## src/sv/lgen_pkg.sv

```systemverilog
package lgen_pkg;

	localparam int KIND_W    = 2;
	localparam int LAYER_W   = 3;
	localparam int ROW_W     = 3;
	localparam int BITS_W    = 5;
	localparam int S_TDATA_W = 16;
	localparam int M_TDATA_W = 16;
	localparam int FIELDS_W  = LAYER_W + ROW_W + BITS_W;
	localparam int PAD_W     = M_TDATA_W - FIELDS_W;

	typedef logic [KIND_W-1:0] kind_t;

	localparam kind_t KIND_SEED = 2'd0;
	localparam kind_t KIND_STEP = 2'd1;
	localparam kind_t KIND_READ = 2'd2;

endpackage

```

## src/sv/lgen_store.sv

```systemverilog
module lgen_store #(
	parameter int DEPTH = 25,
	parameter int WIDTH = 5,
	localparam int AW = $clog2(DEPTH)
) (
	input  logic             clk,
	input  logic             arst_n,
	input  logic             rd_en,
	input  logic [AW-1:0]    rd_addr,
	output logic [WIDTH-1:0] rd_data_s1,
	input  logic             wr_en,
	input  logic [AW-1:0]    wr_addr,
	input  logic [WIDTH-1:0] wr_data
);

	logic [WIDTH-1:0] mem [DEPTH];
	logic [DEPTH-1:0] valid_q;
	logic [WIDTH-1:0] raw_s1;
	logic             hit_s1;

	// entries never written since reset read as dead cells
	always_ff @(posedge clk or negedge arst_n) begin
		if (!arst_n) begin
			valid_q <= '0;
			hit_s1  <= 1'b0;
		end else begin
			if (wr_en)
				valid_q[wr_addr] <= 1'b1;
			if (rd_en)
				hit_s1 <= valid_q[rd_addr];
		end
	end

	always_ff @(posedge clk) begin
		if (wr_en)
			mem[wr_addr] <= wr_data;
		if (rd_en)
			raw_s1 <= mem[rd_addr];
	end

	assign rd_data_s1 = hit_s1 ? raw_s1 : '0;

endmodule

```

## src/sv/lgen_rule.sv

```systemverilog
module lgen_rule #(
	parameter int GRID = 5
) (
	input  logic [GRID-1:0] up,
	input  logic [GRID-1:0] cur,
	input  logic [GRID-1:0] dn,
	output logic [GRID-1:0] nxt
);

	for (genvar c = 0; c < GRID; c++) begin : g_col
		localparam int LF = (c + GRID - 1) % GRID;
		localparam int RT = (c + 1) % GRID;
		logic [3:0] n;

		assign n = 4'(up[LF]) + 4'(up[c]) + 4'(up[RT])
			+ 4'(cur[LF]) + 4'(cur[RT])
			+ 4'(dn[LF]) + 4'(dn[c]) + 4'(dn[RT]);

		// survive on two or three, birth on three
		assign nxt[c] = (n == 4'd3) || (cur[c] && n == 4'd2);
	end

endmodule

```

## src/sv/layered_life_generation_unit.sv

```systemverilog
// Layered life generator. A stack of LAYERS layers of GRID x GRID cells lives in
// one single-port-read synchronous memory, one row word per entry, with a
// per-entry valid bit so that reset takes effect at once (no clearing pass).
// Layers are addressed through a rotating base slot, so the upward shift of a
// step moves no data. Requests on s_axis: tuser is the kind (seed row, step,
// read row); a seed write does not hold the input, a read holds it until its
// result, through the memory read register, is loaded into the output register.
// A step walks the rows of the bottom layer through the memory read port,
// GRID + 2 row reads in all, and computes one new row per cycle, unless the
// output stalls, from a three-row window. Each new row passes the memory read
// register, the window and the output register; the input is held until the
// last row is loaded, and a stalled output holds the walk. One request is worked at a time.
module layered_life_generation_unit
	import lgen_pkg::*;
#(
	parameter int GRID   = 5,
	parameter int LAYERS = 5
) (
	input  logic                 clk,
	input  logic                 arst_n,
	input  logic                 s_axis_tvalid,
	output logic                 s_axis_tready,
	// layer[2:0], row[5:3], row_bits[10:6], zero [15:11]
	input  logic [S_TDATA_W-1:0] s_axis_tdata,
	// kind[1:0]
	input  logic [KIND_W-1:0]    s_axis_tuser,
	output logic                 m_axis_tvalid,
	input  logic                 m_axis_tready,
	// out_layer[2:0], out_row[5:3], out_bits[10:6], zero [15:11]
	output logic [M_TDATA_W-1:0] m_axis_tdata,
	output logic                 m_axis_tlast
);

	localparam int SW  = $clog2(LAYERS);
	localparam int RW  = $clog2(GRID);
	localparam int AW  = $clog2(LAYERS * GRID);
	localparam int NRD = GRID + 2;
	localparam int IW  = $clog2(NRD + 1);

	typedef enum logic [1:0] {
		ST_IDLE,
		ST_READ,
		ST_GEN
	} state_t;

	state_t state_q;

	kind_t               in_kind;
	logic [LAYER_W-1:0]  in_layer;
	logic [ROW_W-1:0]    in_row;
	logic [BITS_W-1:0]   in_bits;
	logic                in_range;
	logic                accept;

	logic [SW+LAYER_W-1:0] lay_ext;
	logic [RW+ROW_W-1:0]   row_ext;
	logic [GRID+BITS_W-1:0] seed_ext;
	logic [SW-1:0]         lay_sw;
	logic [RW-1:0]         row_rw;
	logic [GRID-1:0]       seed_row;
	logic [SW:0]           slot_sum;
	logic [SW:0]           slot_wrap;
	logic [SW-1:0]         slot;
	logic [AW-1:0]         req_addr;

	logic [SW-1:0]   base_q;
	logic [SW-1:0]   dst_slot;
	logic [IW-1:0]   iss_q;
	logic [RW-1:0]   erow_q;
	logic [1:0]      ccnt_q;
	logic            cap_pend_q;
	logic            row_pend_q;
	logic [RW-1:0]   rrow;
	logic [AW-1:0]   gen_rd_addr;
	logic [AW-1:0]   gen_wr_addr;
	logic            out_free;
	logic            out_load;
	logic            emit_now;
	logic            can_cap;
	logic            issue;
	logic            gen_done;

	logic [GRID-1:0] w_up_q;
	logic [GRID-1:0] w_cur_q;
	logic [GRID-1:0] w_dn_q;
	logic [GRID-1:0] nxt_row;

	logic            rd_en;
	logic [AW-1:0]   rd_addr;
	logic [GRID-1:0] rd_data_s1;
	logic            wr_en;
	logic [AW-1:0]   wr_addr;
	logic [GRID-1:0] wr_data;

	logic [LAYER_W-1:0] rd_layer_q;
	logic [ROW_W-1:0]   rd_row_q;
	logic               rd_inr_q;

	logic [GRID+BITS_W-1:0] nxt_ext;
	logic [GRID+BITS_W-1:0] rdd_ext;
	logic [RW+ROW_W-1:0]    erow_ext;

	logic               out_valid_q;
	logic [LAYER_W-1:0] out_layer_q;
	logic [ROW_W-1:0]   out_row_q;
	logic [BITS_W-1:0]  out_bits_q;
	logic               out_last_q;

	assign in_kind  = s_axis_tuser;
	assign in_layer = s_axis_tdata[LAYER_W-1:0];
	assign in_row   = s_axis_tdata[LAYER_W+ROW_W-1:LAYER_W];
	assign in_bits  = s_axis_tdata[FIELDS_W-1:LAYER_W+ROW_W];

	assign s_axis_tready = (state_q == ST_IDLE);
	assign accept        = s_axis_tvalid && s_axis_tready;
	assign in_range      = (int'(in_layer) < LAYERS) && (int'(in_row) < GRID);

	assign lay_ext  = {{SW{1'b0}}, in_layer};
	assign row_ext  = {{RW{1'b0}}, in_row};
	assign seed_ext = {{GRID{1'b0}}, in_bits};
	assign lay_sw   = lay_ext[SW-1:0];
	assign row_rw   = row_ext[RW-1:0];
	assign seed_row = seed_ext[GRID-1:0];

	// logical layer to physical slot, rotated by the base
	assign slot_sum  = {1'b0, base_q} + {1'b0, lay_sw};
	assign slot_wrap = slot_sum - (SW+1)'(LAYERS);
	assign slot      = (slot_sum >= (SW+1)'(LAYERS)) ? slot_wrap[SW-1:0] : slot_sum[SW-1:0];
	assign req_addr  = AW'(slot) * AW'(GRID) + AW'(row_rw);

	// the old top slot becomes the new bottom layer
	assign dst_slot = (base_q == '0) ? SW'(LAYERS - 1) : base_q - SW'(1);

	// read order: last row, rows 0 to GRID-1, then row 0 again
	always_comb begin
		if (iss_q == '0)
			rrow = RW'(GRID - 1);
		else if (iss_q == IW'(NRD - 1))
			rrow = '0;
		else
			rrow = RW'(iss_q - IW'(1));
	end

	assign gen_rd_addr = AW'(base_q) * AW'(GRID) + AW'(rrow);
	assign gen_wr_addr = AW'(dst_slot) * AW'(GRID) + AW'(erow_q);

	assign out_free = !out_valid_q || m_axis_tready;
	assign emit_now = (state_q == ST_GEN) && row_pend_q && out_free;
	assign out_load = ((state_q == ST_READ) && out_free) || emit_now;
	assign can_cap  = (state_q == ST_GEN) && cap_pend_q && (!row_pend_q || emit_now);
	assign issue    = (state_q == ST_GEN) && (iss_q != IW'(NRD)) && (!cap_pend_q || can_cap);
	assign gen_done = emit_now && (erow_q == RW'(GRID - 1));

	lgen_rule #(.GRID(GRID)) u_rule (
		.up  (w_up_q),
		.cur (w_cur_q),
		.dn  (w_dn_q),
		.nxt (nxt_row)
	);

	always_comb begin
		rd_en   = 1'b0;
		rd_addr = req_addr;
		wr_en   = 1'b0;
		wr_addr = req_addr;
		wr_data = seed_row;
		if (state_q == ST_GEN) begin
			rd_en   = issue;
			rd_addr = gen_rd_addr;
			wr_en   = emit_now;
			wr_addr = gen_wr_addr;
			wr_data = nxt_row;
		end else if (accept && in_range) begin
			rd_en = (in_kind == KIND_READ);
			wr_en = (in_kind == KIND_SEED);
		end
	end

	lgen_store #(.DEPTH(LAYERS * GRID), .WIDTH(GRID)) u_store (
		.clk        (clk),
		.arst_n     (arst_n),
		.rd_en      (rd_en),
		.rd_addr    (rd_addr),
		.rd_data_s1 (rd_data_s1),
		.wr_en      (wr_en),
		.wr_addr    (wr_addr),
		.wr_data    (wr_data)
	);

	assign nxt_ext  = {{BITS_W{1'b0}}, nxt_row};
	assign rdd_ext  = {{BITS_W{1'b0}}, rd_data_s1};
	assign erow_ext = {{ROW_W{1'b0}}, erow_q};

	always_ff @(posedge clk or negedge arst_n) begin
		if (!arst_n) begin
			state_q     <= ST_IDLE;
			base_q      <= '0;
			iss_q       <= '0;
			erow_q      <= '0;
			ccnt_q      <= '0;
			cap_pend_q  <= 1'b0;
			row_pend_q  <= 1'b0;
			out_valid_q <= 1'b0;
		end else begin
			out_valid_q <= out_load || (out_valid_q && !m_axis_tready);
			case (state_q)
				ST_IDLE: begin
					if (accept) begin
						case (in_kind)
							KIND_STEP: begin
								state_q    <= ST_GEN;
								iss_q      <= '0;
								erow_q     <= '0;
								ccnt_q     <= '0;
								cap_pend_q <= 1'b0;
								row_pend_q <= 1'b0;
							end
							KIND_READ: state_q <= ST_READ;
							default: ;
						endcase
					end
				end
				ST_READ: begin
					if (out_free)
						state_q <= ST_IDLE;
				end
				ST_GEN: begin
					if (issue)
						iss_q <= iss_q + IW'(1);
					cap_pend_q <= issue || (cap_pend_q && !can_cap);
					row_pend_q <= (row_pend_q && !emit_now) || (can_cap && ccnt_q == 2'd2);
					if (can_cap && ccnt_q != 2'd2)
						ccnt_q <= ccnt_q + 2'd1;
					if (emit_now)
						erow_q <= erow_q + RW'(1);
					if (gen_done) begin
						base_q  <= dst_slot;
						state_q <= ST_IDLE;
					end
				end
				default: state_q <= ST_IDLE;
			endcase
		end
	end

	always_ff @(posedge clk) begin
		if (accept && in_kind == KIND_READ) begin
			rd_layer_q <= in_layer;
			rd_row_q   <= in_row;
			rd_inr_q   <= in_range;
		end
		if (can_cap) begin
			w_up_q  <= w_cur_q;
			w_cur_q <= w_dn_q;
			w_dn_q  <= rd_data_s1;
		end
		if (state_q == ST_READ && out_free) begin
			out_layer_q <= rd_layer_q;
			out_row_q   <= rd_row_q;
			out_bits_q  <= rd_inr_q ? rdd_ext[BITS_W-1:0] : '0;
			out_last_q  <= 1'b1;
		end else if (emit_now) begin
			out_layer_q <= '0;
			out_row_q   <= erow_ext[ROW_W-1:0];
			out_bits_q  <= nxt_ext[BITS_W-1:0];
			out_last_q  <= (erow_q == RW'(GRID - 1));
		end
	end

	assign m_axis_tvalid = out_valid_q;
	assign m_axis_tdata  = {{PAD_W{1'b0}}, out_bits_q, out_row_q, out_layer_q};
	assign m_axis_tlast  = out_last_q;

endmodule

```

## config.mk

```make
export PLATFORM = sky130hd
export DESIGN_NAME = layered_life_generation_unit
export DESIGN_NICKNAME = d
export VERILOG_FILES = /design/src/sv/lgen_pkg.sv /design/src/sv/lgen_store.sv /design/src/sv/lgen_rule.sv /design/src/sv/layered_life_generation_unit.sv
export SDC_FILE = /design/constraint.sdc
export NUM_CORES = 1
export LEC_CHECK = 0
export BUFFER_PORTS_ARGS = -buffer_cell sky130_fd_sc_hd__buf_2
export CORE_UTILIZATION = 40
export DETAILED_ROUTE_END_ITERATION = 16
export GPL_TIMING_DRIVEN = 0
export PLACE_DENSITY = 0.65
export SLEW_MARGIN = 20
export SYNTH_ARGS = -nofsm -noshare
export SYNTH_HDL_FRONTEND = slang
export SYNTH_SLANG_ARGS = --single-unit
```

## constraint.sdc

```tcl
create_clock -name clk -period 8.1 [get_ports clk]
set_clock_uncertainty 0.15 [all_clocks]
set_input_delay 1.62 -clock clk [delete_from_list [all_inputs] [get_ports clk]]
set_output_delay 1.62 -clock clk [all_outputs]
set_load 0.03 [all_outputs]
```

# Yosys cells after proc, flatten, opt, wreduce, memory -nomap -nowiden
# Memories as Yosys holds them, arrays and structs flattened. A register that Yosys moved wholly into a read port is not among the register bits.
# Index checks and enable logic that the tools add are counted.
# totals
regBits	76
latch_bits	0
mem_bits_rw	125
mem_bits_ro	0
in_bits	22
output_inout_bits	19
elab_cells	200
memories	1
# memory_table
name	depth	word_bits	rd	rd_ports_with_merged_regs	write_ports	line_no	source
u_store.mem	25	5	1	1	1	lgen_store.sv:16	logic [WIDTH-1:0] mem [DEPTH];
# op_classes
addsub	45
mul	3
div	0
n_lt_le_gt_ge	6
eq_ne	27
n_shift	0
muxes	44
n_bitwise	1
reduce_logical	53
# ops
operator	n
adder 4 x 1 -> 4 bit	30
equality test 4 x 2 -> 1 bit (second input constant)	10
2-to-1 mux 3 bit	12
2-to-1 mux 5 bit	7
bitwise OR 25 bit	1
logical AND 1 bit	23
AND reduction 4 bit	4
adder 5 x 3 -> 5 bit	3
multiplier 3 x 3 -> 5 bit (second input constant)	3
logical OR 1 bit	12
less-than comparator 5 x 6 -> 1 bit (second input constant)	2
2-to-1 mux 2 bit	6
case mux 3 bit (2 select lines)	2
adder 1 x 1 -> 2 bit	5
2-to-1 mux 1 bit	10
inequality test 2 bit (second input constant)	5
case mux 2 bit (2 select lines)	2
adder 3 x 1 -> 3 bit (second input constant)	2
equality test 2 bit (second input constant)	3
equality test 3 bit (second input constant)	2
zero test 1 bit	6
zero test 3 bit	2
less-than comparator 3 bit (second input constant)	2
inequality test 2 x 1 -> 1 bit (second input constant)	3
other kinds (17)	22

# Depth between registers and ports, before layout
# logic_depth
word_depth	12
mapped_depth	19
ltp_nobuf	17

# Cells and area by module
# From an unflattened synthesis, not the netlist that was laid out.
# hier_totals
cells_unflattened	707
hier_area_um2	10074.7
# by_module_without_submodules
mod	n_inst	cells_per_inst	area_per_inst_um2	seq_area_each_um2
lgen_store	1	332	6256.0	4554.4
layered_life_generation_unit	1	282	2975.4	1411.4
lgen_rule	1	93	843.3	0.0

# Worst setup path after synthesis
# No wires, ideal clock.
# synth_timing
path_kind	input port to flip-flop
from	input s_axis_tdata[0]
to	memory u_store.mem[21][0] (enable)
t_arrival_ns	5.873
t_required_ns	7.576
slack_ns	1.703
stages	18
cell_sequence	ha_1 -> fa_1 -> inv_1 -> ha_1 -> nor2b_1 -> o21ai_0 -> a211oi_1 -> xnor2_1 -> ha_1 -> ha_1 -> ha_1 -> a211oi_1 -> nor3_1 -> or2_2 -> xnor2_1 -> mux2_2 -> buf_2 -> nor3_1
# synth_via
elab_chain_len	7
elab_cells_between_ends	14
classes_between	add/sub (3); mul (1); order compare (2); mux (6); reduce/logical (2)
# synth_rtl
element	line_no	source
start: declaration	layered_life_generation_unit.sv:24	input logic [S_TDATA_W-1:0] s_axis_tdata,
branches (longest 7 deep; another with multiplier 3 x 3 -> 5 bit)	--	
end: declaration	lgen_store.sv:16	
# Parallel ways; which one is timed is not known.

# Worst setup path after layout
# layout_timing
from	input s_axis_tdata[0]
to	memory u_store.mem[21][3] (enable)
# Same word-level chain as after synthesis.

==> flow_summary_export.csv <==
group,metric,value,unit
run_status,status,"finished clean",
final_layout,nets,977,
pwr,leakagePower,4.69,nW
clock_tree,numCtsBuffers,23,
logic_synthesis,synth_seq_cells,206,
die,rows,58,
placement,numPortBuffers,30,
final_layout,regArea,5970,µm²
final_layout,drive_above_1_share,13.1,%
die,core,25500,µm²
route,wl_per_cell,19.1,µm
die,design.portCount,41,
die,die-height,164,µm
global_routing,antenna_found_initial,0,
placement,dp_hpwl,16700,µm
logic_synthesis,synth.most_common_cell,"edfxtp_1",
clock_tree,clock_path_buffers,3,
clock_tree,ctsHoldBuffers,0,
worst_setup_path,r2r_setup_slack,2.07,ns
final_layout,syn_to_final_growth,12.3,%
clock_tree,clk_latency,0.49,ns
global_routing,grt_usage,18.1,%
timing,final.setup.tns,0,ns
logic_synthesis,ys_seq_area_share,56.8,%
die,initial_utilization,41.2,%
final_layout,antennaDiodeCount,0,
pwr,peakVddDrop,0.268,mV
timing,post-route-period-util,83.5,%
global_routing,grt_pass1_vias,6687,
worst_setup_path,critPathArrivalTime,6.73,ns
placement,gp_congestion,0.864,
clock_tree,ctsResizeCount,0,
timing,rsz0062_at_grt,"no",
global_routing,grt_overflow,0,
logic_synthesis,postSynthCellCount,819,
route,drc_errors,0,
timing,fmax,0.148,GHz
clock_tree,cts_max_level,1,
clock_tree,cts_tree,"done",
worst_setup_path,worst-setup-path-type,"input port to register",
logic_synthesis,async_flop_share,20.4,%
logic_synthesis,synth_area_per_cell,12.8,µm²
route,first_pass_iters,5,
logic_synthesis,yosys-top-cells-count,"edfxtp_1, nand2_1, inv_1",
route,drtIter0Drc,467,
clock_tree,clockRootBuffer,"clkbuf_16",
timing,finalMaxSlewViolations,0,
logic_synthesis,synth_top_area_share,46.6,%
logic_synthesis,synth_cell_types,67,
final_layout,multi_input_area,4070,µm²
placement,dp.cells,1184,
final_layout,n_fill_cell,2309,
logic_synthesis,synth_edf_count,163,
timing,final-setup-viol-count,0,
run,drv_cap,0,
logic_synthesis,yosys.area.top_type,"edfxtp_1",
final_layout,stdcell_count,1225,
logic_synthesis,syn-cell-area,10500,µm²
timing,slew_headroom,34.7,%
worst_setup_path,critical_path_required,8.06,ns
clock_tree,path_clk_slew,0.06,ns
clock_tree,post-cts-setup-buffers,0,
worst_setup_path,cp-end-kind,"register",
timing,hold_violations,0,
logic_synthesis,synthFlopType,"edfxtp_1",
logic_synthesis,yosys_warnings,0,
logic_synthesis,yosys-top-cells-area,"edfxtp_1, dfrtp_1, ha_1",
clock_tree,clock-sinks,206,
placement,dpl_cell_area,11100,µm²
die,die_area,26900,µm²
route,routed_wl,23300,µm
worst_hold_path,worstHoldPathType,"register to register",
global_routing,grt_pass1_wl,37000,µm
worst_setup_path,cp-start-kind,"input port",
timing,tightest_slew,0.978,ns
worst_setup_path,path_max_fanout,10,
die,die_width,164,µm
route,via_per_inst,5.38,
route,ant_nets,0,
global_routing,grt_max_degree,43,
final_layout,final_util,46.3,%
route,num_vias,6595,
timing,layout_min_cycle_time,6.76,ns
pwr,p_per_area,454,nW/µm²
timing,holdWs,0.300,ns
final_layout,fin_area,11800,µm²
## logic make-up (layout without fill, tap and decap cells)
| family | after synthesis | in the layout | share of synthesized area, % |
|---|---|---|---|
| buffers and inverters | 110 | 182 | 4.59 |
| AO/OA/AOI/OAI | 137 | 137 | 9.30 |
| multiplexers | 56 | 56 | 7.69 |
| XOR/XNOR | 9 | 9 | 0.751 |
| other | 1 | 5 | 0.0357 |
| adder cells (fa/ha/maj) | 76 | 76 | 10.8 |
| AND/OR/NAND/NOR | 224 | 224 | 10.0 |
| flip-flops | 206 | 206 | 56.8 |
## worst paths after layout
check,start,endpoint,cells after the start
hold / removal,w_dn_q[3],w_cur_q[3],0
hold reg to reg,w_dn_q[3],w_cur_q[3],0
max in group asynchronous,arst_n,ccnt_q[0],1
setup reg to reg,base_q[0],u_store.mem[21][3],18
setup / recovery,s_axis_tdata[0],u_store.mem[21][3],19
min in group asynchronous,arst_n,u_store.valid_q[4],1
## power breakdown
group,switching [mW],internal [mW]
combinational,1.73,0.950
sequential,0.109,1.59
clock,0.406,0.559
## per-stage QoR
step	power (mW)	setup WS [ns]
5_1_grt	5.74	0.822
4_1_cts	5.39	1.29
3_5_place_dp	4.41	0.810
2_1_floorplan	3.55	1.70
3_3_place_gp	4.31	0.914
6_report	5.35	1.34
## registers in the layout (all words and copies together) (netlist names)
name / flops
w_cur_q: 5
rd_row_q: 3
u_store.hit_s1: 1
out_bits_q: 5
rd_layer_q: 3
u_store.mem: 125
row_pend_q: 1
u_store.valid_q: 25
w_dn_q: 5
m_axis_tvalid: 1
w_up_q: 5
iss_q: 3
cap_pend_q: 1
m_axis_tlast: 1
out_layer_q: 3
rd_inr_q: 1
ccnt_q: 2
state_q: 2
out_row_q: 3
erow_q: 3
base_q: 3
u_store.raw_s1: 5
## worst max-delay path, stage by stage
cell and delay, ns:
buf_2 0.12, ha_1 0.23, fa_1 0.47, inv_1 0.09, ha_1 0.21, nor2b_1 0.18, o21ai_0 0.09, a211oi_1 0.40
xnor2_1 0.21, ha_1 0.28, ha_1 0.33, ha_1 0.30, a211oi_1 0.31, nor3_1 0.11, or2_2 0.33, xnor2_1 0.16
mux2_2 0.29, buf_2 0.20, nor3_1 0.79
## cells in the final DEF (no fill, tap or decap), types with 7 or more instances in the layout
cell / synthesis / final
a2111oi_0: 10 / 10
a211oi_1: 13 / 13
a21oi_1: 13 / 13
and2_1: 10 / 10
and3_1: 9 / 9
buf_2: 9 / 38
buf_4: 7 / 8
clkbuf_1: 15 / 24
clkbuf_16: 0 / 23
dfrtp_1: 42 / 42
edfxtp_1: 163 / 163
fa_1: 24 / 24
ha_1: 52 / 52
inv_1: 74 / 74
mux2_2: 7 / 7
mux2i_1: 30 / 30
mux4_2: 17 / 17
nand2_1: 85 / 85
nand2b_1: 9 / 9
nand3_1: 20 / 20
nor2_1: 47 / 47
nor2b_1: 7 / 7
nor3_1: 17 / 17
o21ai_0: 29 / 27
o21bai_1: 19 / 19
xnor2_1: 7 / 7
## cell type report
type,instances,share of cell area (%)
sequential,206,50.6
multi-input combinational,507,34.5
timing repair buffer,31,1.39
tap,330,3.50
clock buffer,32,5.17
inverter,74,2.36
buffer,36,1.73
clock inverter,9,0.701
## metal layers
metal / track usage [%] / share of wire [%] / vias to the layer above
met5: 0 / 0 / -
met4: 4.34 / 2.0 / 0
met3: 2.17 / 4.9 / 40
met2: 30.9 / 49 / 182
met1: 24.6 / 45 / 3265
li1: - / - / 3108
No activity file was read; power rests on OpenSTA's default activity.
